===== src/rtl/core/bpa_ram.sv =====
module bpa_ram #(
    parameter int DW = 8,
    parameter int AW = 8
) (
    input  logic          i_clk,
    input  logic          i_we,
    input  logic [AW-1:0] i_waddr,
    input  logic [DW-1:0] i_wdata,
    input  logic          i_re,
    input  logic [AW-1:0] i_raddr,
    output logic [DW-1:0] o_rdata
);

    logic [DW-1:0] r_mem [2**AW];
    logic [DW-1:0] r_rdata;

    always_ff @(posedge i_clk) begin
        if (i_we) begin
            r_mem[i_waddr] <= i_wdata;
        end
        if (i_re) begin
            r_rdata <= r_mem[i_raddr];
        end
    end

    assign o_rdata = r_rdata;

endmodule


===== config.mk =====
export PLATFORM = sky130hd
export DESIGN_NAME = bpa_ram
export DESIGN_NICKNAME = d
export VERILOG_FILES = /design/src/rtl/core/bpa_ram.sv
export SDC_FILE = /design/constraint.sdc
export NUM_CORES = 2
export LEC_CHECK = 0
export BUFFER_PORTS_ARGS = -buffer_cell sky130_fd_sc_hd__buf_2
export CAP_MARGIN = 0
export CELL_PAD_IN_SITES_DETAIL_PLACEMENT = 1
export CELL_PAD_IN_SITES_GLOBAL_PLACEMENT = 1
export CORE_MARGIN = 5
export CORE_UTILIZATION = 51
export DETAILED_ROUTE_END_ITERATION = 10
export GPL_TIMING_DRIVEN = 0
export PLACE_DENSITY = 0.77
export SKIP_CTS_REPAIR_TIMING = 1
export SYNTH_ARGS = -nofsm -noshare
export SYNTH_HDL_FRONTEND = slang
export SYNTH_SLANG_ARGS = --single-unit

===== constraint.sdc =====
create_clock -name i_clk -period 2.5 [get_ports i_clk]
set_clock_uncertainty 0.1 [all_clocks]
set_input_delay 0.25 -clock i_clk [delete_from_list [all_inputs] [get_ports i_clk]]
set_output_delay 0.25 -clock i_clk [all_outputs]
set_load 0.01 [all_outputs]

======== Word-level counts from Yosys, hierarchy flattened ========
Memory sizes are Yosys's and may differ from the RTL's. A register that Yosys moved wholly into a read port is not among the register bits.
Index checks and enable logic that the tools add are counted.
cells by class
  mux-type cells .......................... 2
operators with widths
  cell    number
  $mux 1  2
word-level totals
  register bits after elaboration ......... 0
  bits in writable memories ............... 2,048
  bits of input ports ..................... 27
  output and inout bits ................... 8
  logic and storage cells ................. 3
  memories kept ........................... 1
memories
  memory  words  width  rd ports  clocked after Yosys merged registers in  wr ports  RTL line  RTL
  r_mem   256    8      1         1                                        1         14        logic [DW-1:0] r_mem [2**AW];

======== Depth between registers and ports, before layout ========
  depth after elaboration ................. 2
  mapped depth ............................ 11
  depth with buffers taken out ............ 6

======== Least setup slack after synthesis ========
Ideal clock, no wire load.
  path kind ............................... in2reg
  start point ............................. input i_raddr[0]
  end point ............................... register r_rdata[2], in the netlist o_rdata[2], read port of r_mem, data pin
  setup time .............................. 0.269 ns
  data arrival time ....................... 2.057 ns
  required time ........................... 2.131 ns
  slack ................................... 0.074 ns
  stages on the path ...................... 9
  path buffers ............................ 4
  cell sequence ........................... buf_6 -> buf_12 -> buf_8 -> buf_2 -> mux4_2 -> a22oi_1 -> a21oi_1 -> nor4_1 -> nor4_2
RTL lines
  item             RTL line  RTL
  start, declared  10        input logic [AW-1:0] i_raddr,
  end, declared    15        logic [DW-1:0] r_rdata;

==> results.sh <==
export IMPL_clockBufferDepth=3
export IMPL_grt_util_met2=0.476
export IMPL_dpl_cell_area_um2=82800
export IMPL_fin_crit_sh=1.19
export IMPL_path_cells="buf_2, clkbuf_2, buf_2, a21oi_2, o32ai_2, nor3_4, nor4_4"
export IMPL_die_w_um=405
export IMPL_maxSlewViolCount=9
export IMPL_cap_violations=1
export IMPL_max_freq_mhz=337
export IMPL_die_h_um=405
export IMPL_slew_limit_headroom=-0.00925
export IMPL_cts_tree="yes"
export IMPL_grt_busiest_layer="met2"
export IMPL_use_met1=0.411
export IMPL_yosysSeqAreaShare=0.775
export IMPL_synth_cell_type_count=54
export IMPL_yosysWarnings=0
export IMPL_async_flop_share=0
export IMPL_internal_power_mw=56.1
export IMPL_wirelength_um=262000
export IMPL_min_to="r_mem[156][0]$_DFFE_PP_"
export IMPL_avgSynthCellArea_um2=21.3
export IMPL_power_total_mw=72.5
export IMPL_grt_pass1_vias=44200
export IMPL_crit_type="input port to register"
export IMPL_reg2reg_slack_ns=-0.45
export IMPL_rows=145
export IMPL_post_route_min_period_ns=2.97
export IMPL_worstPathArrival_ns=3.39
export IMPL_drc=0
export IMPL_fin_ws_ns=-0.467
export IMPL_syn_nets=3760
export IMPL_ant_nets=0
export IMPL_synth_area_leaders="edfxtp_1, mux4_2, mux2i_1"
export IMPL_finalSetupViolCount=956
export IMPL_synth_seq_cells=2056
export IMPL_powerDensity_nw_per_um2=795
export IMPL_path_common_cell="buf_2"
export IMPL_use_met3=0.110
export IMPL_place_gp_congestion=0.986
export IMPL_overflow=0
export IMPL_root_buffer="clkbuf_16"
export IMPL_synthesis_area_um2=79600
export IMPL_p_leak_nw=28.1
export IMPL_p_sw_mw=16.4
export IMPL_start_kind="input port"
export IMPL_cts_buffers_inserted=202
export IMPL_core_area_um2=156000
export IMPL_design_area_um2=91300
export IMPL_path_buf_inv=3
export IMPL_die_area_um2=164000
export IMPL_rsz0062_at_grt="yes"
export IMPL_postSynthCellCount=3733
export IMPL_power_frac_comb=0.062
export IMPL_min_from="i_waddr[2]"
export IMPL_p_sw_frac=0.226
export IMPL_grt_pass1_wl_um=358000
export IMPL_worst_pin_slew_ns=1.51
export IMPL_clk_pin_slew_ns=0.06
export IMPL_initial_core_util=0.512
export IMPL_htreeDepth=4
export IMPL_status="finished with violations"
export IMPL_synth_edff_count=2056
export IMPL_vias=43700
export IMPL_drt_initial_drc_count=6852
export IMPL_portBuffers=27
export IMPL_clock_sinks=2056
export IMPL_grt_max_degree=169
export IMPL_worstPathMaxFanout=10
export IMPL_antenna_found_initial=26
export IMPL_r2r_end="o_rdata[5]$_DFFE_PP_"
export IMPL_dp_hpwl_um=169000
export IMPL_worstPathRequired_ns=2.93
export IMPL_vdd_drop_max_v=0.000638
export IMPL_ys_flop_type="edfxtp_1"
export IMPL_r2r_start="r_mem[83][5]$_DFFE_PP_"
export IMPL_via_per_inst=6.99
export IMPL_grt_util_all_layers=0.317
export IMPL_seq_power_share=0.525
export IMPL_layout_area_overhead_vs_synth_pct=14.6
export IMPL_boundaryPins=35
export IMPL_hold_depth=3
export IMPL_hp_class="input port to register"
export IMPL_first_pass_iters=6
export IMPL_ff2ff_path_depth=6
export IMPL_cp_slowest_stage_delay_ns=0.63
export IMPL_hold_viol=0
export IMPL_layout_nets=4047
export IMPL_violations="max-capacitance violations, max-slew violations, negative setup slack"
export IMPL_clk_latency_ns=0.86
export IMPL_crit_family="buffers and inverters"
export IMPL_end_kind="register"
export IMPL_yosys_area_top_type="edfxtp_1"
export IMPL_cpMaxStageDelayCell="nor4_4"
export IMPL_yosys_area_top_type_share=0.775
export IMPL_detail_route_wl_per_cell_um=41.9
export IMPL_clkPwrFrac=0.413
export IMPL_layout_drive_gt1_share=0.295
==> power groups by stage <==
stage	clock network (mW)	registers, mW	logic, mW
2_1_floorplan	0	38.8	1.85
3_3_place_gp	0	38.9	3.79
3_5_place_dp	0	38.8	4.01
4_1_cts	29.9	38.1	4.05
5_1_grt	31.7	38.0	4.54
6_report	29.9	38.1	4.51
==> layout make-up <==
cell class,count,area [µm²]
well taps,2058,2570
clock buffers,246,5280
fillers,13000,64400
flip-flops and latches,2056,61700
inverters,2,11.3
repair buffers,84,881
clock inverters,121,1080
multi-input cells,1442,17800
diodes,12,30.0
plain buffers,232,1860
==> kinds of logic after synthesis <==
family,after synthesis,synth area share
AOI/OAI and AO/OA,385,0.0342
buffers and inverters,235,0.0183
DFF,2056,0.775
muxes,591,0.146
and+or+nand+nor,466,0.0263
==> worst max-delay path by stage <==
| stage | slack (ns) | start | to | depth (start not counted) |
|---|---|---|---|---|
| after floorplan | 0.07 | i_raddr[0] | o_rdata[2]$_DFFE_PP_ | 9 |
| after global placement | -3.39 | i_raddr[4] | o_rdata[4]$_DFFE_PP_ | 9 |
| after detailed placement | -2.84 | i_raddr[3] | o_rdata[7]$_DFFE_PP_ | 7 |
| after CTS | -2.08 | i_raddr[3] | o_rdata[7]$_DFFE_PP_ | 7 |
| after global routing | -0.43 | r_mem[83][5]$_DFFE_PP_ | o_rdata[5]$_DFFE_PP_ | 6 |
| final | -0.47 | i_raddr[3] | o_rdata[5]$_DFFE_PP_ | 7 |
==> sequential cells by signal, indices dropped and copies added, names as in the netlist <==
register  count
o_rdata       8
r_mem      2048
==> Yosys cell counts (21+ instances only) <==
cell type / n
nor4_1: 24
nor2b_1: 31
o221ai_1: 46
a21oi_1: 96
mux4_2: 454
clkbuf_1: 111
a22oi_1: 133
buf_1: 22
nand2_1: 33
buf_2: 31
buf_6: 21
o22ai_1: 28
nor2_1: 282
nand3_1: 34
mux2i_1: 134
buf_4: 27
edfxtp_1: 2056
nor3_1: 22
==> layout by cell type (no fill, tap or decap), drive strengths merged, types with 8 or more instances in the layout <==
cell type / instances
o221ai: 47
nor2: 282
a221oi: 14
mux2i: 134
o21ai: 12
nor4: 27
a21oi: 96
nor2b: 31
o22ai: 28
nand4: 10
a22oi: 133
nor3: 22
o211ai: 10
bufinv: 17
a211oi: 16
edfxtp: 2056
dlygate4sd3: 9
mux4: 456
clkinv: 88
nand2: 33
nand2b: 8
diode: 12
buf: 208
a22o: 8
clkbuf: 344
clkinvlp: 14
nand3: 34
==> layer usage <==
metal	routed length, µm	part of all wire	up-vias
li1	-	-	16300
met1	89100	0.34	22900
met2	119000	0.46	3692
met3	37100	0.14	770
met4	16600	0.063	16
met5	117	0.00045	-
==> through the flow <==
stage                     instances  utilization  hold slack (ns)  setup TNS, ns  worst slack [ns]
after floorplan                3733            -            0.249              0            0.0739
after global placement         5818        0.529            0.565       -5783.93             -3.39
after detailed placement       5831        0.532            0.576       -1808.59             -2.84
after CTS                      6198        0.573           -0.309        -388.00             -2.08
after global routing           6243        0.586            0.192         -45.16            -0.430
final                          6253        0.586            0.259        -114.98            -0.467
==> worst register-to-register path: stages, from the launching register on <==
cell,delay (ns)
edfxtp_1,0.38
mux4_2,0.49
a22o_1,0.30
a221oi_4,0.41
o32ai_2,0.24
nor3_4,0.54
nor4_4,0.19
(Power assumes the default switching activity.)
